--- src/hw/rtl/glr_pkg.sv ---
// gradient line rasterizer package: payload structs, register indexes, constants
// no dependencies
package glr_pkg;

  localparam int CoordBits    = 16;
  localparam int FractionBits = 16;

  localparam logic [1:0] RegFrameWidth  = 2'd0;
  localparam logic [1:0] RegFrameHeight = 2'd1;
  localparam logic [1:0] RegBytesPerPix = 2'd2;
  localparam logic [1:0] RegRowPitch    = 2'd3;

  localparam logic ReqStart   = 1'b0;
  localparam logic ReqAdvance = 1'b1;

  typedef struct packed {
    logic                        req_type;
    logic signed [CoordBits-1:0] x_start;
    logic signed [CoordBits-1:0] y_start;
    logic signed [CoordBits-1:0] x_end;
    logic signed [CoordBits-1:0] y_end;
    logic [7:0]                  start_red;
    logic [7:0]                  start_green;
    logic [7:0]                  start_blue;
    logic [7:0]                  end_red;
    logic [7:0]                  end_green;
    logic [7:0]                  end_blue;
  } glr_in_t;

  typedef struct packed {
    logic signed [CoordBits-1:0] pixel_x;
    logic signed [CoordBits-1:0] pixel_y;
    logic                        in_frame;
    logic [27:0]                 pixel_offset;
    logic [23:0]                 pixel_color;
    logic                        line_done;
  } glr_out_t;

  typedef struct packed {
    logic load;      // start: load line, no step
    logic step;      // advance: bresenham step
    logic dist_calc; // compute distance terms
    logic div_init;  // start divider
    logic div_iter;  // one divider bit
    logic sqrt_init;
    logic sqrt_iter;
    logic blend_mul; // multiply stage
    logic finish;    // capture result
  } glr_cmd_t;

  typedef struct packed {
    logic active;
    logic div_last;
    logic sqrt_last;
  } glr_sts_t;

endpackage

--- src/hw/rtl/glr_controller.sv ---
// gradient line rasterizer controller: sequences one transaction through the datapath
// depends on glr_pkg
module glr_controller import glr_pkg::*; (
  input  logic     clk_i,
  input  logic     rst_ni,
  input  logic     in_valid,
  output logic     in_stall,
  input  logic     req_type_i,
  output logic     out_valid,
  input  logic     out_stall,
  input  glr_sts_t sts_i,
  output glr_cmd_t cmd_o
);

  typedef enum logic [2:0] {
    StIdle, StDist, StDivInit, StDiv, StSqrtInit, StSqrt, StMul, StFin
  } state_e;

  state_e state_q;
  logic   ovalid_q;
  logic   acc;

  assign in_stall  = (state_q != StIdle) || (ovalid_q && out_stall);
  assign acc       = in_valid && !in_stall;
  assign out_valid = ovalid_q;

  always_comb begin
    cmd_o           = '0;
    cmd_o.load      = acc && (req_type_i == ReqStart);
    cmd_o.step      = acc && (req_type_i == ReqAdvance) && sts_i.active;
    cmd_o.dist_calc = (state_q == StDist);
    cmd_o.div_init  = (state_q == StDivInit);
    cmd_o.div_iter  = (state_q == StDiv);
    cmd_o.sqrt_init = (state_q == StSqrtInit);
    cmd_o.sqrt_iter = (state_q == StSqrt);
    cmd_o.blend_mul = (state_q == StMul);
    cmd_o.finish    = (state_q == StFin);
  end

  always_ff @(posedge clk_i or negedge rst_ni) begin
    if (!rst_ni) begin
      state_q  <= StIdle;
      ovalid_q <= 1'b0;
    end else begin
      if (state_q == StFin) ovalid_q <= 1'b1;
      else if (ovalid_q && !out_stall) ovalid_q <= 1'b0;
      case (state_q)
        StIdle:     if (cmd_o.load || cmd_o.step) state_q <= StDist;
        StDist:     state_q <= StDivInit;
        StDivInit:  state_q <= StDiv;
        StDiv:      if (sts_i.div_last) state_q <= StSqrtInit;
        StSqrtInit: state_q <= StSqrt;
        StSqrt:     if (sts_i.sqrt_last) state_q <= StMul;
        StMul:      state_q <= StFin;
        StFin:      state_q <= StIdle;
        default:    state_q <= StIdle;
      endcase
    end
  end

endmodule

--- config.mk ---
export PLATFORM = sky130hd
export DESIGN_NAME = glr_controller
export DESIGN_NICKNAME = d
export VERILOG_FILES = /design/src/hw/rtl/glr_pkg.sv /design/src/hw/rtl/glr_controller.sv
export SDC_FILE = /design/constraint.sdc
export NUM_CORES = 1
export LEC_CHECK = 0
export ABC_AREA = 0
export BUFFER_PORTS_ARGS = -buffer_cell sky130_fd_sc_hd__buf_4
export CORE_AREA = 4 4 41 43
export CTS_BUF_LIST = sky130_fd_sc_hd__clkbuf_2 sky130_fd_sc_hd__clkbuf_4 sky130_fd_sc_hd__clkbuf_8
export DETAILED_ROUTE_END_ITERATION = 8
export DIE_AREA = 0 0 45 47
export GPL_TIMING_DRIVEN = 1
export SLEW_MARGIN = 0
export SYNTH_ARGS = -nofsm -noshare
export SYNTH_HDL_FRONTEND = slang
export SYNTH_SLANG_ARGS = --single-unit
export TNS_END_PERCENT = 10
--- constraint.sdc ---
create_clock -name clk_i -period 1.73 [get_ports clk_i]
set_input_delay 0.173 -clock clk_i [delete_from_list [all_inputs] [get_ports clk_i]]
set_output_delay 0.173 -clock clk_i [all_outputs]
set_load 0.02 [all_outputs]
# Word-level counts from Yosys, hierarchy flattened
# Cells that the tools add are included.
# classes
n_addsub,0
n_mul,0
n_div,0
magnitude_cmp,0
eq_ne,10
shift,0
mux,6
n_bitwise,1
reduce_logical,14
# op_table
cell,n
case mux 3 bit (8 select lines),1
== test 3 bit (second input constant),4
2-to-1 mux 3 bit,3
== test 3 x 2 -> 1 bit (second input constant),2
logical AND 1 bit,6
!= test 2 bit (second input constant),3
== test 3 x 1 -> 1 bit (second input constant),1
zero test 3 bit,1
AND reduction 3 bit,1
nonzero test 3 bit,1
zero test 1 bit,2
logical OR 1 bit,2
2-to-1 mux 1 bit,2
nonzero test 2 bit,1
inverter 1 bit,1
# totals
regBits,4
latchBits,0
mem_bits_rw,0
rom_bits,0
in_bits,8
output_inout_bits,11
elab_cells,33
mem_count,0

# Depth between registers and ports, before layout
# depth
depth_word,9
mapped_depth,4
mapped_depth_nobuf,3

# Least setup slack after synthesis
# Ideal clock, no wire load.
# synth_timing
path_type,reg-to-output
from,register state_q[1]
to,output port cmd_o[2] (netlist name)
t_arrival_ns,1.085
t_required_ns,1.557
slack_ns,0.472
stages_incl_launch_ff,3
n_path_buf,1
cell_sequence,dfrtp_1 -> buf_4 -> nor3b_1
# synth_rtl
element,line_no,source
"start, declared",glr_controller.sv:19,state_e state_q;
"start signal, assigned",glr_controller.sv:42,state_q <= StIdle;
"start signal, assigned",glr_controller.sv:48,StIdle: if (cmd_o.load || cmd_o.step) state_q <= StDist;
"start signal, assigned",glr_controller.sv:49,StDist: state_q <= StDivInit;
"end, declared",glr_controller.sv:12,output glr_cmd_t cmd_o

==> flow_summary_export.csv <==
group,metric,value,unit
run_status,outcome,"finished clean",
power,total_leakage_power,0.211,nW
clocking,cts.clk_slew.worst_paths,0.04,ns
finish,antenna_cells,0,
die,die-area,2120,sq um
logic_synthesis,yosysTopAreaCellShare,33.2,%
clocking,htreeDepth,1,
critical_path,worstPathRequired,1.56,ns
grt,antenna_found_initial,0,
timing,clock-skew-final,0.00481,ns
timing,period_needed,1.52,ns
clocking,clk_latency,0.24,ns
die,start_util,23.2,%
grt,grt_remaining_overflow,0,
timing,drv_slew,0,
finish,finish.net_count,67,
logic_synthesis,yosys_register_bits,4,
grt,grt_pass1_vias,310,
timing,setup_viol,0,
logic_synthesis,syn-instance-count,38,
die,die_h,47,um
critical_path,start_kind,"register",
critical_path,r2r_cells,3,
logic_synthesis,async_flop_share,100,%
power,ir_drop,0.715,mV
critical_path,cp_cell_sequence,"nor3_2 -> nand3_1 -> nor2_1 -> buf_4",
placed_design,port_buffers,18,
routing,drc,0,
timing,period_share,87.8,%
die,die_x,45,um
die,num_rows,13,
clocking,cts-root-buf,"clkbuf_4",
grt,grt_max_degree,13,
logic_synthesis,syn_area_per_cell,7.94,sq um
critical_path,max_stage_delay,0.50,ns
finish,drive_gt1_share,45.6,%
timing,max_freq,659,MHz
finish,nFillCells,153,
critical_path,slowest_stage,"dfrtp_1",
clocking,numCtsBuffers,3,
die,core_region_area,1300,sq um
critical_path,cp_max_fo,11,
placed_design,place.gp.congestion,0.706,
logic_synthesis,synth-edff-count,0,
routing,drt_first_pass_iters,2,
routing,routed_wl,742,um
clocking,cts_setup_buffers,0,
job,drv_cap,0,
die,pin_count,19,
logic_synthesis,synthTopCellsByArea,"dfrtp_1 (33%), nor2_1 (8.7%), nor3b_2 (8.3%)",
placed_design,dp_cells,68,
timing,grt_setup_unrepaired,"no",
logic_synthesis,synth_area_leader_cell,"dfrtp_1",
power,total_power,809,uW
placed_design,dp_hpwl,573,um
logic_synthesis,synthTopCellsByCount,"nor2_1 (7), nand2_1 (5), dfrtp_1 (4), o21ai_1 (4), nor3b_1 (3)",
routing,wl_per_cell,10.3,um
clocking,cts_max_path_buffers,2,
routing,ant_nets,0,
critical_path,critical_path_class,"register to primary output",
timing,worst_pin_slew,0.368,ns
min_path,min_path_cells,3,
logic_synthesis,seq_area_frac_synth,33.2,%
grt,grt_pass1_wl,1320,um
grt,groute.usage.overall,9.13,%
power,pwr_density_cell,1750,nW/um^2
clocking,cts.sinks,4,
timing,finalSetupTns,0,ns
routing,drtIter0Drc,1,
routing,via_count,307,
logic_synthesis,synth.most_common_cell,"nor2_1",
logic_synthesis,ys_warn_count,0,
logic_synthesis,syn_nets,46,
routing,vias_per_cell,4.26,
critical_path,crit_arrival,1.35,ns
logic_synthesis,syn-cell-area,302,sq um
timing,hold_viol,0,
min_path,min_path_type,"primary input to register",
logic_synthesis,synth_ff_type,"dfrtp_1",
critical_path,cp-end-kind,"primary output",
finish,fin_cells,72,
logic_synthesis,yosysUniqueCellTypes,17,
timing,slew_headroom,75.5,%
clocking,cts_tree,"done",
finish,area_growth,53.1,%
timing,whs,0.215,ns
## final timing paths
check / slack [ns] / from / endpoint
min: 0.21 / sts_i[1] / state_q[2]$_DFFE_PN0P_
max: 0.21 / state_q[0]$_DFFE_PN0P_ / cmd_o[7]
min in group asynchronous: 0.27 / rst_ni / state_q[0]$_DFFE_PN0P_
max in group asynchronous: 1.36 / rst_ni / out_valid$_DFFE_PN0P_
max reg2reg: 0.66 / state_q[2]$_DFFE_PN0P_ / state_q[0]$_DFFE_PN0P_
min reg2reg: 0.57 / out_valid$_DFFE_PN0P_ / out_valid$_DFFE_PN0P_
## critical path: cells and delay by family (launching register included)
kind | cells | cell delay, ns
buffers and inverters | 1 | 0.14
DFF | 1 | 0.50
and+or+nand+nor | 3 | 0.46
## state kept, by name (all words and copies together), names as in the netlist
name and cells:
out_valid 1, state_q 3
## metrics by stage
step | setup slack [ns] | area (sq um) | utilization [%]
3_5_place_dp | 0.445 | 429 | 33.0
2_1_floorplan | 0.472 | 302 | -
6_report | 0.212 | 462 | 35.5
3_3_place_gp | 0.480 | 429 | 33.0
5_1_grt | 0.0930 | 462 | 35.5
4_1_cts | 0.186 | 462 | 35.5
## timing repair
action | in CTS | in global routing
hold buffers | 1 | 0
endpoints found under the hold margin | 4 | 0
gates resized for setup | 0 | 0
## area by class of cell
type                    count  area, sq um  share of cell area (%)
inverters                   1         3.75                   0.813
flip-flops and latches      4          100                    21.7
well taps                  15         18.8                    4.07
repair buffers             19          145                    31.4
multi-input cells          30          171                    37.1
clock buffers               3         22.5                    4.88
## logic make-up (layout without fill, tap and decap cells)
group / count (synthesis) / after routing / share of synthesized area, %
compound gates: 7 / 7 / 12.4
buf+inv: 4 / 23 / 9.96
simple gates: 23 / 23 / 44.4
flops: 4 / 4 / 33.2
## routing by layer
metal / track usage [%] / part of all wire [%] / vias to the layer above
met2: 12.7 / 48 / 11
met4: 8.77 / 1.1 / 0
li1: - / - / 167
met5: 0 / 0 / -
met3: 3.07 / 5.8 / 2
met1: 10.9 / 45 / 127
## power by group
part	switching (mW)	total (mW)	leakage [nW]	internal [mW]
logic	0.235	0.445	0.149	0.210
registers	0.110	0.248	0.0483	0.138
clock network	0.0389	0.117	0.0138	0.0777
## layout by cell type (no fill, tap or decap), drive strengths merged
| master | count |
|---|---|
| o211ai | 1 |
| a21oi | 2 |
| nor2 | 7 |
| nor3 | 2 |
| nand4b | 1 |
| nor3b | 5 |
| o21ai | 4 |
| nand3 | 1 |
| dfrtp | 4 |
| inv | 1 |
| clkbuf | 3 |
| dlygate4sd3 | 1 |
| buf | 18 |
| nand2 | 6 |
| nand2b | 1 |
No activity file was read; power rests on OpenSTA's default activity.
